File: config.mk
export PLATFORM = sky130hd
export DESIGN_NAME = pcie_request_tlp_builder_flat
export DESIGN_NICKNAME = d
export VERILOG_FILES = /design/src/hdl/ptb_pkg.sv /design/src/hdl/ptb_intf.sv /design/src/hdl/pcie_request_tlp_builder.sv /design/src/hdl/ptb_front.sv /design/src/hdl/ptb_queue.sv /design/src/hdl/ptb_back.sv /design/src/flat_wrapper.sv
export VERILOG_INCLUDE_DIRS = /design/src /design/src/hdl
export SDC_FILE = /design/constraint.sdc
export NUM_CORES = 1
export LEC_CHECK = 0
export ABC_AREA = 0
export BUFFER_PORTS_ARGS = -buffer_cell sky130_fd_sc_hd__buf_4
export CAP_MARGIN = 20
export CORE_UTILIZATION = 38
export CTS_BUF_LIST = sky130_fd_sc_hd__clkbuf_8
export DETAILED_ROUTE_END_ITERATION = 6
export SLEW_MARGIN = 0
export SYNTH_ARGS = -nofsm -noshare
export SYNTH_HDL_FRONTEND = slang
export SYNTH_SLANG_ARGS = --single-unit
File: constraint.sdc
create_clock -name clk -period 19.1 [get_ports clk]
set_input_delay 5.73 -clock clk [delete_from_list [all_inputs] [get_ports clk]]
set_output_delay 5.73 -clock clk [all_outputs]
set_load 0.05 [all_outputs]
File: src/hdl/assert_macros.svh
// Assertion macros used by the top RTL file of the request TLP builder.
// Depends on a clock named clk and a reset named rst in the including scope.
`ifndef ASSERT_MACROS_SVH
`define ASSERT_MACROS_SVH

// Check a property on every clock edge outside reset.
`define PTB_ASSERT(label, prop, msg) \
  label: assert property (@(posedge clk) disable iff (rst) (prop)) else $error(msg);

// Check that a condition implies another on the next clock edge.
`define PTB_ASSERT_NEXT(label, cond, expect_next, msg) \
  label: assert property (@(posedge clk) disable iff (rst) \
    (cond) |=> (expect_next)) else $error(msg);

`endif

File: src/hdl/ptb_pkg.sv
// Package for the request TLP builder: command codes, TLP header constants,
// the queue entry type and the byte swap. No dependencies.
package ptb_pkg;

  // Request commands
  localparam logic [2:0] CMD_MEM_RD  = 3'd0;
  localparam logic [2:0] CMD_MEM_WR  = 3'd1;
  localparam logic [2:0] CMD_CFG0_RD = 3'd2;
  localparam logic [2:0] CMD_CFG0_WR = 3'd3;
  localparam logic [2:0] CMD_CFG1_RD = 3'd4;
  localparam logic [2:0] CMD_CFG1_WR = 3'd5;

  // TLP header fields
  localparam logic [2:0] FMT_READ  = 3'd0;
  localparam logic [2:0] FMT_WRITE = 3'd2;
  localparam logic [4:0] TYPE_MEM  = 5'd0;
  localparam logic [4:0] TYPE_CFG0 = 5'd4;
  localparam logic [4:0] TYPE_CFG1 = 5'd5;
  localparam logic [9:0] LENGTH_ONE = 10'd1;
  localparam logic [3:0] FIRST_DW_BE = 4'hF;
  localparam logic [3:0] LAST_BE   = 4'h0;

  // Word positions within a packet
  localparam logic [1:0] WORD_HDR0 = 2'd0;
  localparam logic [1:0] WORD_HDR1 = 2'd1;
  localparam logic [1:0] WORD_HDR2 = 2'd2;
  localparam logic [1:0] WORD_DATA = 2'd3;

  // One classified request, header words already swapped
  typedef struct packed {
    logic [31:0] hdr0;
    logic [31:0] hdr1;
    logic [31:0] hdr2;
    logic [31:0] data;
    logic        is_write;
  } entry_t;

  function automatic logic [31:0] byte_swap(input logic [31:0] v);
    return {v[7:0], v[15:8], v[23:16], v[31:24]};
  endfunction

endpackage

File: src/hdl/ptb_intf.sv
// Channel interfaces of the request TLP builder: request in, packet words out.
// Valid/ready handshake; no package dependency.
interface ptb_req_if;
  logic        valid;
  logic        ready;
  logic [2:0]  cmd;
  logic [31:0] address;
  logic [31:0] write_data;
  logic [7:0]  bus_number;
  logic [4:0]  device_number;
  logic [2:0]  function_number;

  modport source (output valid, cmd, address, write_data, bus_number, device_number,
                  function_number, input ready);
  modport sink (input valid, cmd, address, write_data, bus_number, device_number,
                function_number, output ready);
endinterface

interface ptb_word_if;
  logic        valid;
  logic        ready;
  logic [31:0] packet_word;
  logic        start_of_packet;
  logic        end_of_packet;

  modport source (output valid, packet_word, start_of_packet, end_of_packet, input ready);
  modport sink (input valid, packet_word, start_of_packet, end_of_packet, output ready);
endinterface

File: src/hdl/pcie_request_tlp_builder.sv
// Request TLP builder: each request on req becomes a 3-DW request TLP on tlp,
// three byte-swapped header words for a read and one unswapped data word more
// for a write, first word marked start_of_packet and last end_of_packet. The
// output sends one word per cycle while tlp.ready is high; that output register
// sets the throughput. A front end builds headers and assigns the 8-bit tag,
// and a QUEUE_DEPTH-entry queue lets it accept further requests while earlier
// packets drain. Commands 6 and 7 are accepted and dropped without using a
// tag. Write the requester id only while no packet is pending. No clearing
// pass after reset.
module pcie_request_tlp_builder #(
  parameter int QUEUE_DEPTH = 2
) (
  input  logic        clk,
  input  logic        rst,
  input  logic        cfg_write_enable,
  input  logic [15:0] cfg_write_data,
  ptb_req_if.sink     req,
  ptb_word_if.source  tlp
);
  import ptb_pkg::*;
  `include "assert_macros.svh"

  logic [15:0] req_id;
  logic        q_full;
  logic        q_push;
  entry_t      q_entry;
  logic        q_pop;
  logic        q_valid;
  entry_t      q_head;

  // Hold the requester id register
  always_ff @(posedge clk) begin
    if (rst) begin
      req_id <= '0;
    end else if (cfg_write_enable) begin
      req_id <= cfg_write_data;
    end
  end

  ptb_front u_front (
    .clk     (clk),
    .rst     (rst),
    .req_id  (req_id),
    .req     (req),
    .q_full  (q_full),
    .q_push  (q_push),
    .q_entry (q_entry)
  );

  ptb_queue #(
    .DEPTH (QUEUE_DEPTH)
  ) u_queue (
    .clk        (clk),
    .rst        (rst),
    .push       (q_push),
    .push_entry (q_entry),
    .full       (q_full),
    .pop        (q_pop),
    .head_valid (q_valid),
    .head_entry (q_head)
  );

  ptb_back u_back (
    .clk        (clk),
    .rst        (rst),
    .head_valid (q_valid),
    .head_entry (q_head),
    .pop        (q_pop),
    .tlp        (tlp)
  );

  `PTB_ASSERT(a_no_overflow, !(q_push && q_full), "push into full request queue")
  `PTB_ASSERT(a_pop_valid, !(q_pop && !q_valid), "pop from empty request queue")
  `PTB_ASSERT_NEXT(a_head_held, q_valid && !q_pop, q_valid, "queue head lost without pop")
  `PTB_ASSERT(a_marks, !(tlp.valid && tlp.start_of_packet && tlp.end_of_packet), "both marks")

endmodule

File: src/hdl/ptb_front.sv
// Front end: accepts requests, classifies the command, builds the header words
// and owns the tag counter. Depends on ptb_pkg and ptb_req_if.
module ptb_front (
  input  logic              clk,
  input  logic              rst,
  input  logic [15:0]       req_id,
  ptb_req_if.sink           req,
  input  logic              q_full,
  output logic              q_push,
  output ptb_pkg::entry_t   q_entry
);
  import ptb_pkg::*;

  logic [7:0]  tag;
  logic        cmd_ok;
  logic        is_write;
  logic        is_mem;
  logic [4:0]  tlp_type;
  logic [31:0] word0;
  logic [31:0] word1;
  logic [31:0] word2;

  // Classify the command; unused codes are taken and dropped
  always_comb begin
    cmd_ok   = 1'b1;
    is_write = 1'b0;
    is_mem   = 1'b0;
    tlp_type = TYPE_MEM;
    case (req.cmd)
      CMD_MEM_RD: begin
        is_mem = 1'b1;
      end
      CMD_MEM_WR: begin
        is_mem   = 1'b1;
        is_write = 1'b1;
      end
      CMD_CFG0_RD: begin
        tlp_type = TYPE_CFG0;
      end
      CMD_CFG0_WR: begin
        tlp_type = TYPE_CFG0;
        is_write = 1'b1;
      end
      CMD_CFG1_RD: begin
        tlp_type = TYPE_CFG1;
      end
      CMD_CFG1_WR: begin
        tlp_type = TYPE_CFG1;
        is_write = 1'b1;
      end
      default: begin
        cmd_ok = 1'b0;
      end
    endcase
  end

  // Build the three header words
  always_comb begin
    word0 = {(is_write ? FMT_WRITE : FMT_READ), tlp_type, 14'd0, LENGTH_ONE};
    word1 = {req_id, tag, LAST_BE, FIRST_DW_BE};
    if (is_mem) begin
      word2 = req.address;
    end else begin
      word2 = {req.bus_number, req.device_number, req.function_number, 16'd0} | req.address;
    end
  end

  assign req.ready        = !q_full;
  assign q_push           = req.valid && !q_full && cmd_ok;
  assign q_entry.hdr0     = byte_swap(word0);
  assign q_entry.hdr1     = byte_swap(word1);
  assign q_entry.hdr2     = byte_swap(word2);
  assign q_entry.data     = req.write_data;
  assign q_entry.is_write = is_write;

  // Advance the tag once per queued request
  always_ff @(posedge clk) begin
    if (rst) begin
      tag <= '0;
    end else if (q_push) begin
      tag <= tag + 8'd1;
    end
  end

endmodule

File: src/hdl/ptb_queue.sv
// Short request queue between front and back end, held in registers.
// Depends on ptb_pkg for the entry type.
module ptb_queue #(
  parameter int DEPTH = 2
) (
  input  logic              clk,
  input  logic              rst,
  input  logic              push,
  input  ptb_pkg::entry_t   push_entry,
  output logic              full,
  input  logic              pop,
  output logic              head_valid,
  output ptb_pkg::entry_t   head_entry
);
  import ptb_pkg::*;

  localparam int PW = (DEPTH > 1) ? $clog2(DEPTH) : 1;
  localparam int CW = $clog2(DEPTH + 1);
  localparam logic [PW-1:0] LAST_SLOT = PW'(DEPTH - 1);
  localparam logic [CW-1:0] DEPTH_CNT = CW'(DEPTH);

  entry_t        slots [DEPTH];
  logic [PW-1:0] wr_ptr;
  logic [PW-1:0] rd_ptr;
  logic [CW-1:0] count;

  assign full       = (count == DEPTH_CNT);
  assign head_valid = (count != '0);
  assign head_entry = slots[rd_ptr];

  // Store pushed entries
  always_ff @(posedge clk) begin
    if (push) begin
      slots[wr_ptr] <= push_entry;
    end
  end

  // Advance pointers and track fill level
  always_ff @(posedge clk) begin
    if (rst) begin
      wr_ptr <= '0;
      rd_ptr <= '0;
      count  <= '0;
    end else begin
      if (push) begin
        wr_ptr <= (wr_ptr == LAST_SLOT) ? '0 : wr_ptr + 1'b1;
      end
      if (pop) begin
        rd_ptr <= (rd_ptr == LAST_SLOT) ? '0 : rd_ptr + 1'b1;
      end
      if (push && !pop) begin
        count <= count + 1'b1;
      end else if (pop && !push) begin
        count <= count - 1'b1;
      end
    end
  end

endmodule

File: src/hdl/ptb_back.sv
// Back end: walks the queue head word by word into a registered output word.
// Depends on ptb_pkg and ptb_word_if.
module ptb_back (
  input  logic              clk,
  input  logic              rst,
  input  logic              head_valid,
  input  ptb_pkg::entry_t   head_entry,
  output logic              pop,
  ptb_word_if.source        tlp
);
  import ptb_pkg::*;

  logic [1:0]  idx;
  logic        last;
  logic        load;
  logic [31:0] word_sel;
  logic        out_valid;
  logic [31:0] out_word;
  logic        out_sop;
  logic        out_eop;

  // Select the word at the current position
  always_comb begin
    case (idx)
      WORD_HDR0: word_sel = head_entry.hdr0;
      WORD_HDR1: word_sel = head_entry.hdr1;
      WORD_HDR2: word_sel = head_entry.hdr2;
      default:   word_sel = head_entry.data;
    endcase
  end

  assign last = head_entry.is_write ? (idx == WORD_DATA) : (idx == WORD_HDR2);
  assign load = head_valid && (!out_valid || tlp.ready);
  assign pop  = load && last;

  // Advance the word position; drop back to the first word after the last
  always_ff @(posedge clk) begin
    if (rst) begin
      idx <= WORD_HDR0;
    end else if (load) begin
      idx <= last ? WORD_HDR0 : idx + 2'd1;
    end
  end

  // Hold the output word until taken
  always_ff @(posedge clk) begin
    if (rst) begin
      out_valid <= 1'b0;
    end else if (load) begin
      out_valid <= 1'b1;
    end else if (tlp.ready) begin
      out_valid <= 1'b0;
    end
  end

  always_ff @(posedge clk) begin
    if (load) begin
      out_word <= word_sel;
      out_sop  <= (idx == WORD_HDR0);
      out_eop  <= last;
    end
  end

  assign tlp.valid           = out_valid;
  assign tlp.packet_word     = out_word;
  assign tlp.start_of_packet = out_sop;
  assign tlp.end_of_packet   = out_eop;

endmodule
File: src/flat_wrapper.sv
// flat-port wrapper written by rule: the top's interface ports become plain ports
module pcie_request_tlp_builder_flat import ptb_pkg::*;
#(
  parameter int QUEUE_DEPTH = 2
)
  (clk, rst, cfg_write_enable, cfg_write_data, req_valid, req_cmd, req_address, req_write_data, req_bus_number, req_device_number, req_function_number, req_ready, tlp_valid, tlp_packet_word, tlp_start_of_packet, tlp_end_of_packet, tlp_ready);
  ptb_req_if req_i ();
  ptb_word_if tlp_i ();
  input  logic clk;
  input  logic rst;
  input  logic cfg_write_enable;
  input  logic [15:0] cfg_write_data;
  input wire logic [$bits(req_i.valid)-1:0] req_valid;
  input wire logic [$bits(req_i.cmd)-1:0] req_cmd;
  input wire logic [$bits(req_i.address)-1:0] req_address;
  input wire logic [$bits(req_i.write_data)-1:0] req_write_data;
  input wire logic [$bits(req_i.bus_number)-1:0] req_bus_number;
  input wire logic [$bits(req_i.device_number)-1:0] req_device_number;
  input wire logic [$bits(req_i.function_number)-1:0] req_function_number;
  output wire logic [$bits(req_i.ready)-1:0] req_ready;
  output wire logic [$bits(tlp_i.valid)-1:0] tlp_valid;
  output wire logic [$bits(tlp_i.packet_word)-1:0] tlp_packet_word;
  output wire logic [$bits(tlp_i.start_of_packet)-1:0] tlp_start_of_packet;
  output wire logic [$bits(tlp_i.end_of_packet)-1:0] tlp_end_of_packet;
  input wire logic [$bits(tlp_i.ready)-1:0] tlp_ready;
  assign req_i.valid = req_valid;
  assign req_i.cmd = req_cmd;
  assign req_i.address = req_address;
  assign req_i.write_data = req_write_data;
  assign req_i.bus_number = req_bus_number;
  assign req_i.device_number = req_device_number;
  assign req_i.function_number = req_function_number;
  assign req_ready = req_i.ready;
  assign tlp_valid = tlp_i.valid;
  assign tlp_packet_word = tlp_i.packet_word;
  assign tlp_start_of_packet = tlp_i.start_of_packet;
  assign tlp_end_of_packet = tlp_i.end_of_packet;
  assign tlp_i.ready = tlp_ready;
  pcie_request_tlp_builder #(.QUEUE_DEPTH(QUEUE_DEPTH)) u_core (.clk(clk), .rst(rst), .cfg_write_enable(cfg_write_enable), .cfg_write_data(cfg_write_data), .req(req_i), .tlp(tlp_i));
endmodule
# Word-level counts from Yosys, hierarchy flattened
# Memory sizes are Yosys's and may differ from the RTL's. A register that Yosys moved wholly into a read port is not among the register bits.
# Index checks and enable logic that the tools add are counted.
dict set report totals {
  register_bits 65
  latchBits 0
  mem_bits_rw 188
  romBits 0
  in_bits 104
  output_inout_bits 36
  word_cells 67
  mem_count 1
}
# memory words word_bits read_ports rd_clocked_by_memory_dff wr line_no
set mem_list {}
lappend mem_list {u_core.u_queue.slots 2 94 1 1 1 ptb_queue.sv:22} ;# entry_t slots [DEPTH];
dict set report op_classes {
  add_sub_neg 6
  n_mul 0
  n_div 0
  n_lt_le_gt_ge 0
  n_eq_ne 9
  shift 0
  muxes 19
  bitwise_logic 1
  n_reduce_logical 21
}
# cell n
set op_table {}
lappend op_table {{$pmux W32 S3} 1}
lappend op_table {{$mux W32} 1}
lappend op_table {{$or A32 B32 Y32} 1}
lappend op_table {{$mux W1} 12}
lappend op_table {{$add A8 B1 Y8 const B} 1}
lappend op_table {{$mux W2} 4}
lappend op_table {{$eq A2 B2 Y1 const B} 3}
lappend op_table {{$eq A3 B2 Y1 const B} 2}
lappend op_table {{$eq A3 B3 Y1 const B} 2}
lappend op_table {{$logic_and A1 B1 Y1} 6}
lappend op_table {{$pmux W3 S2} 1}
lappend op_table {{$reduce_bool A2 Y1} 3}
lappend op_table {{$reduce_or A2 Y1} 3}
lappend op_table {{$reduce_or A6 Y1} 1}
lappend op_table {{$add A2 B1 Y2 const B} 2}
lappend op_table {{$logic_not A1 Y1} 4}
lappend op_table {{$eq A3 B1 Y1 const B} 1}
lappend op_table {{$logic_not A3 Y1} 1}
lappend op_table {{$reduce_or A3 Y1} 1}
lappend op_table {{$add A1 B1 Y1 const B} 2}
lappend op_table {{$eq A2 B1 Y1 const B} 1}
lappend op_table {{$logic_not A2 Y1} 1}
lappend op_table {{$sub A2 B1 Y2 const B} 1}
lappend op_table {{$logic_or A1 B1 Y1} 1}

# Depth between registers and ports, before layout
# Gate-level depths: netlist of run 1.
dict set report depth {
  ltp_word 8
  depth_mapped 9
  depth_no_buf 9
}

# Hierarchy
# From an unflattened synthesis of run 1, not the netlist that was laid out.
dict set report hier_totals {
  cells_unflattened 820
  hier_area_um2 13611.8
}
# mod instances cells_per_inst area_each_um2 seq_area_each_um2
set by_module_without_submodules {}
lappend by_module_without_submodules {ptb_queue 1 423 9560.4 7847.5}
lappend by_module_without_submodules {ptb_back 1 167 2082.0 1081.0}
lappend by_module_without_submodules {ptb_front 1 178 1388.8 160.2}
lappend by_module_without_submodules {pcie_request_tlp_builder 1 52 580.6 320.3}

# Worst setup path before layout of run 1
# OpenSTA, ideal clock, no wires.
dict set report synth_timing {
  kind {input port to flip-flop}
  start {in req_valid}
  end {mem u_core.u_queue.slots[0][0] in the netlist's numbering (enable)}
  setup_time_ns 0.542
  arrival_time_ns 10.021
  t_required_ns 18.558
  slack_ns 8.537
  path_stages 3
  path_buffers 0
  path_cell_list {a21boi_2 -> nand2_1 -> nor2_1}
}
dict set report synth_between {
  elab_chain_cells 4
}
# element line_no
set synth_rtl {}
lappend synth_rtl {{from (decl)} flat_wrapper.sv:13} ;# input wire logic [$bits(req_i.valid)-1:0] req_valid;
lappend synth_rtl {{$logic_and A1 B1 Y1 (2 in a row)} ptb_front.sv:69} ;# assign q_push = req.valid && !q_full && cmd_ok;
lappend synth_rtl {{$mux W1} ptb_queue.sv:33} ;# if (push) begin
lappend synth_rtl {{$mux W1 (implied by the code)} ptb_queue.sv:34} ;# slots[wr_ptr] <= push_entry;
lappend synth_rtl {{to (decl)} ptb_queue.sv:22}
# Every way passes these cells.

# Worst setup path in the final report of run 1
dict set report layout_timing {
  start {in req_cmd[1]}
  end {mem u_core.u_queue.slots[1][10] in the netlist's numbering (enable)}
}
dict set report layout_between {
  elab_chain_cells 6
  word_cells_on_any_way 11
  cone_classes {eq/ne (5); mux (3); reduce/logical (3)}
}
# element line_no
set layout_rtl {}
lappend layout_rtl {{from (decl)} flat_wrapper.sv:14} ;# input wire logic [$bits(req_i.cmd)-1:0] req_cmd;
lappend layout_rtl {{$eq A3 B3 Y1, or another cell as far along} ptb_front.sv:29} ;# case (req.cmd)
lappend layout_rtl {{$reduce_or A6 Y1 (no line) *} n/a}
lappend layout_rtl {{$mux W1 *} ptb_front.sv:29}
lappend layout_rtl {{$logic_and A1 B1 Y1 *} ptb_front.sv:69}
lappend layout_rtl {{$mux W1 *} ptb_queue.sv:33}
lappend layout_rtl {{$mux W1 (implied by the code) *} ptb_queue.sv:34}
# Mark *: on every way between the ends. The rest lies on a longest branch, timed or not.

==> summary.md, run 1 <==
| Metric | Value |
|---|---|
| Status | `finished, final reports clean` |
| IO Port Bufs | `139` |
| Largest cells by area after synthesis | `edfxtp_1, dfxtp_1, mux2_2` |
| H-tree depth | `2` |
| Placed cell count | `roughly 1000` |
| Leading area contributor after synthesis | `edfxtp_1` |
| CTS resizes | `0` |
| CP endpoint kind | `register` |
| Area of the core | `roughly 24000 um2` |
| Peak supply drop | `around 0.045 mV` |
| Final setup viols | `0` |
| Tmin final | `7.52 ns` |
| Syn_nets | `668` |
| Number of enable flip-flop cells after synthesis | `about 220` |
| # fillers | `around 2100` |
| Max-slew violations | `0` |
| Sequential area share after synthesis | `0.752` |
| Async set-reset flop share out of synthesis | `0` |
| Drt via density | `4.94` |
| Routed Antenna Nets | `0` |
| Wire per inst | `18.3 um` |
| Synth top cells by count | `edfxtp_1, mux2_2, mux2i_1, a21oi_1, dfxtp_1` |
| Met1 usage | `0.189` |
| Grt peak-use layer | `met2` |
| CTS tree | `yes` |
| Final period utilization | `0.394` |
| Worst hold path type | `reg -> reg` |
| Crit start category | `input pin` |
| Synth top area share | `0.684` |
| Slew at the pin closest to its max-slew limit | `1.05 ns` |
| CP required | `19.24 ns` |
| Met3 GRT Util | `0.0330` |
| Data arrival, critical path | `~7.7 ns` |
| DRT Wirelength | `19.5 mm` |
| Setup Crit Path Kind | `in -> reg` |
| Non-Filler Instances | `1066` |
| Hold Slack | `0.452 ns` |
| CTS Sinks | `roughly 250` |
| Largest net degree at the start of global routing | `70` |
| Max cap viols | `0` |
| Met2 Usage GRT | `0.264` |
| Setup_tns | `0 ns` |
| Unrepaired setup endpoints after global routing | `false` |
| Yosys reg bits | `248` |
| Post-Syn Instances | `about 560` |
| Worst-Skew Late Latency | `between 0.5 and 0.6 ns` |
| Detailed placer's ending HPWL | `12.0 mm` |
| Reg2Reg Setup Slack | `around 16 ns` |
| Worst-path fanout max | `52` |
| ANT cells | `0` |
| Post-CTS Setup Bufs | `0` |
| First-pass GRT wire length | `about 30 mm` |
| TritonCTS Buffers | `39` |
| Post-Route Skew | `between 0.01 and 0.015 ns` |
| Nets | `between 800 and 900` |
| Die Ht | `160 um` |
| Warnings from Yosys | `0` |
| Slew Limit Headroom | `0.297` |
| Clk root buf | `clkbuf_8` |
| LEAKAGE | `around 0.0042 uW` |
| Synthesized area per cell | `around 17 um2` |
| Top-count cell post-synth | `edfxtp_1` |
| Fin. Hold Viols | `0` |
| Die Area | `about 26000 um2` |
| Layout cells sized above 1 | `0.350` |
| Clk buf depth | `3` |
| All-Layer GR Usage | `0.153` |
| Distinct cell type count after synthesis | `34` |
| Count of hold-fix buffers inserted at cts | `0` |
| Num rows | `57` |
| Cell Pwr Density | `115 nW/um2` |
| Die Wd | `160 um` |
| Clock slew at reported path FFs | `about 0.060 ns` |
| Iteration-0 DRC Markers | `301` |
| F_max | `133 MHz` |
| GP Congestion | `~0.72` |
| TritonRoute pass-1 iters | `4` |
| DR vias | `approximately 5300` |
| DRC | `0` |
| Synth Cell Area | `9480 um2` |
| Vias in the first global route | `about 5600` |
| Ys flop type | `edfxtp_1` |
| I/O Pins | `140` |
| Initial antenna violation count | `0` |
| Gr ovfl total | `0` |
| Initial Utilization | `0.389` |
| Synth-to-Final Area Change | `22.8%` |
[where the power goes]
part	leakage, uW	internal (uW)	switching [uW]
clock	0.000442	256	197
sequential	0.00228	656	17.7
combinational	0.00150	70.1	143
[state kept, by name, summed over array words and instances, names as in the netlist, 2 cells and up, named ones only]
name and cells:
u_core.u_back.tlp.packet_word 32, u_core.req_id 16, u_core.u_queue.count 2, u_core.u_front.tag 8, u_core.u_queue.slots 182, u_core.u_back.idx 2
[cells by family after synthesis]
group                      Yosys count  synth area share
xor gates and xnor gates            11            0.0102
adders and majority gates            6           0.00792
AOI/OAI and AO/OA                   96            0.0693
and+or+nand+nor                     61            0.0304
buffers and inverters               36            0.0181
DFF                                248             0.752
muxes                              100             0.112
[path summary, 6_finish.rpt]
check | start | end | depth (start not counted)
worst max-delay path | req_cmd[1] | u_core.u_queue.slots[1][10] | 4
worst max register to register | register | u_core.u_back.tlp.packet_word[24] | 4
worst min-delay path | u_core.req_id[15] | u_core.u_queue.slots[1][72] | 0
worst min register to register | u_core.req_id[15] | u_core.u_queue.slots[1][72] | 0
[cell type report]
| cell class | instances | area, um2 | share of cell area |
|---|---|---|---|
| clock buffer | 45 | 619 | 0.0532 |
| clock inverter | 25 | 183 | 0.0157 |
| inverter | 5 | 18.8 | 0.00161 |
| multi-input combinational | 274 | 2200 | 0.189 |
| sequential | 248 | 7130 | 0.612 |
| tap | 324 | 405 | 0.0348 |
| timing repair buffer | 145 | 1090 | 0.0935 |
[placed cells by master, fill, tap and decap left out, types with 9 or more instances in the layout]
master and n:
a21o_1 16, a21oi_1 36, a221oi_1 26, buf_4 145, clkbuf_8 45, dfxtp_1 31
edfxtp_1 216, inv_1 10, mux2_2 51, mux2i_1 49, nand2_1 9, nor2_1 26
xor2_1 11
[worst max-delay path: stages]
cell and delay (ns):
buf_4 0.13, a21boi_2 0.41, and3_4 0.65, buf_4 0.66
[layer usage]
layer	routed length (um)	part of all wire	vias to the layer above
met5	0	0	-
met4	427	0.022	0
met3	903	0.046	36
met2	9800	0.50	123
met1	8390	0.43	2611
li1	-	-	2495
[metrics by stage]
stage	util	setup WS [ns]	power (uW)	cell area [um2]
global route	0.477	11.41	1390	11600
global placement	0.444	11.06	897	10800
floorplan	-	8.54	822	9480
finish	0.477	11.58	1340	11600
CTS	0.477	11.59	1360	11600
detailed placement	0.444	11.03	901	10800
(Power assumes the default switching activity.)
==> run 2, diff against run 1 <==
Clock period 19.1 ns to 7 ns, I/O delays scaled along.
==> run 2 against run 1 <==
Against the previous run: global-route usage is 0.16 points lower; wire length hardly changed; flip-flop and latch count stayed put; clock skew is 0.011 ns higher; count of clock-buffer cells in the layout is 2 lower; core utilization is 0.45 points lower; register-to-register slack worse by 12 ns; die area stayed put; clock power is 140% higher.
==> summary.md, run 2 (synthesis gave the netlist of run 1 again) <==
| Metric | Value |
|---|---|
| Status | `finished, final reports clean` |
| Layout cells sized above 1 | `0.336` |
| CP Cell Sequence | `buf_4, a21boi_2, and3_4, buf_4` |
| Most frequent CP cell | `buf_4` |
| IO Port Bufs | `~140` |
| # fillers | `2122` |
| Count of hold-fix buffers inserted at cts | `0` |
| Clk root buf | `clkbuf_8` |
| Die Wd | `between 150 and 200 um` |
| Max-slew violations | `0` |
| Max cap viols | `0` |
| Worst hold path type | `reg -> reg` |
| GP Congestion | `around 0.68` |
| CTS resizes | `0` |
| Hold Slack | `0.453 ns` |
| Slew at the pin closest to its max-slew limit | `about 1 ns` |
| Iteration-0 DRC Markers | `around 270` |
| H-tree depth | `2` |
| Worst-path fanout max | `52` |
| Post-Route Skew | `0.0229 ns` |
| Post-CTS Setup Bufs | `0` |
| Area of the core | `about 24000 um2` |
| Worst Reg2Reg Path Length in Cells | `4` |
| Num rows | `57` |
| Drt via density | `4.97` |
| Tmin final | `roughly 4 ns` |
| Final setup viols | `0` |
| First-pass GRT wire length | `about 30 mm` |
| Cells on Worst Hold Path | `0` |
| Initial Utilization | `0.389` |
| Wire per inst | `18.3 um` |
| CTS Sinks | `~250` |
| Worst-Skew Late Latency | `just over 0.5 ns` |
| Number of flip-flops under the largest register name | `182` |
| Synth-to-Final Area Change | `21.7%` |
| TritonRoute pass-1 iters | `6` |
| Multi-input gate area | `approximately 2200 um2` |
| Slew Limit Headroom | `0.341` |
| Final period utilization | `0.560` |
| CTS tree | `yes` |
| Die Area | `25600 um2` |
| CP bufs+invs | `2` |
| F_max | `255 MHz` |
| Commonest non-fill, non-tap cell in the layout | `edfxtp_1` |
| Cell Pwr Density | `303 nW/um2` |
| Largest net degree at the start of global routing | `65` |
| Initial antenna violation count | `0` |
| DR vias | `~5300` |
| ANT cells | `0` |
| LEAKAGE | `approximately 0.0042 uW` |
| Crit start category | `input pin` |
| Most flop-heavy register | `u_core.u_queue.slots` |
| Critical path's top delay family | `buffers and inverters` |
| DRT Wirelength | `around 20 mm` |
| Critical path depth | `4` |
| Die Ht | `between 150 and 200 um` |
| FF/Latch Area | `just over 7000 um2` |
| Setup Crit Path Kind | `in -> reg` |
| Critical-path top delay cell | `buf_4` |
| Nets | `~820` |
| I/O Pins | `140` |
| Clk buf depth | `3` |
| Final Util | `0.473` |
| Detailed placer's ending HPWL | `12.0 mm` |
| Most frequent cells in the layout | `edfxtp_1, buf_4, mux2_2, mux2i_1, clkbuf_8` |
| Fin. Hold Viols | `0` |
| DRC | `0` |
| Routed Antenna Nets | `0` |
| TritonCTS Buffers | `38` |
| Unrepaired setup endpoints after global routing | `false` |
| CP endpoint kind | `register` |
| Gr ovfl total | `0` |
| Setup_tns | `0 ns` |
| CP required | `between 7 and 8 ns` |
| Largest stage delay, worst path | `roughly 0.67 ns` |
| Vias in the first global route | `approximately 5600` |
| All-Layer GR Usage | `0.151` |
| Peak supply drop | `about 0.12 mV` |
| Data arrival, critical path | `about 4.0 ns` |
| Clock slew at reported path FFs | `roughly 0.060 ns` |
## run 2: changes by cell type in the layout (fill, tap and decap cells not counted)
| cell | delta |
|---|---|
| inv_1 | +7 |
| clkinv_1 | +3 |
| clkinv_2 | -6 |
| clkbuf_8 | -2 |
| bufinv_16 | -3 |
## run 2: path summary, 6_finish.rpt
check	slack [ns]	end	from
max	3.08	u_core.u_queue.slots[1][75]	req_cmd[1]
min	0.45	u_core.u_queue.slots[0][66]	u_core.req_id[9]
max reg2reg	4.17	u_core.u_back.tlp.packet_word[17]	register
min reg2reg	0.45	u_core.u_queue.slots[0][66]	u_core.req_id[9]
## run 2: per-stage QoR
stage / cell area [um2] / power, uW / instances / setup WS, ns
after floorplan: 9480 / 2240 / 558 / 0.0669
after global placement: 10800 / 2450 / 996 / 2.60
after detailed placement: 10800 / 2460 / 996 / 2.54
after CTS: 11500 / 3540 / 1065 / 3.08
after global routing: 11500 / 3640 / 1065 / 2.98
final: 11500 / 3490 / 1065 / 3.08
## run 2: cell type report
cell class / count / area share
Sequential cell: 248 / 0.618
Multi-Input combinational cell: 274 / 0.191
Timing Repair Buffer: 145 / 0.0944
Clock buffer: 43 / 0.0513
Tap cell: 324 / 0.0351
Clock inverter: 26 / 0.00868
Inverter: 5 / 0.00163
## run 2: worst reg2reg max path: cells and delay by family (launching register included)
kind            cells  cell delay [ns]
buf+inv             1             0.75
flops               1             0.67
compound gates      2             0.63
mux                 1             0.49
## run 2: routing by layer
metal  part of all wire  vias to the layer above  GRT usage  wire [um]
li1                   -                     2481          -          -
met1               0.43                     2607      0.188       8310
met2               0.49                      160      0.250       9530
met3              0.055                       42     0.0382       1070
met4              0.031                        0     0.0667        598
met5                  0                        -          0          0
## run 2: report_power, final
group | switching (uW) | total, uW | internal (uW)
clock network | 509 | 1070 | 560
registers | 47.9 | 1840 | 1790
logic | 394 | 585 | 191
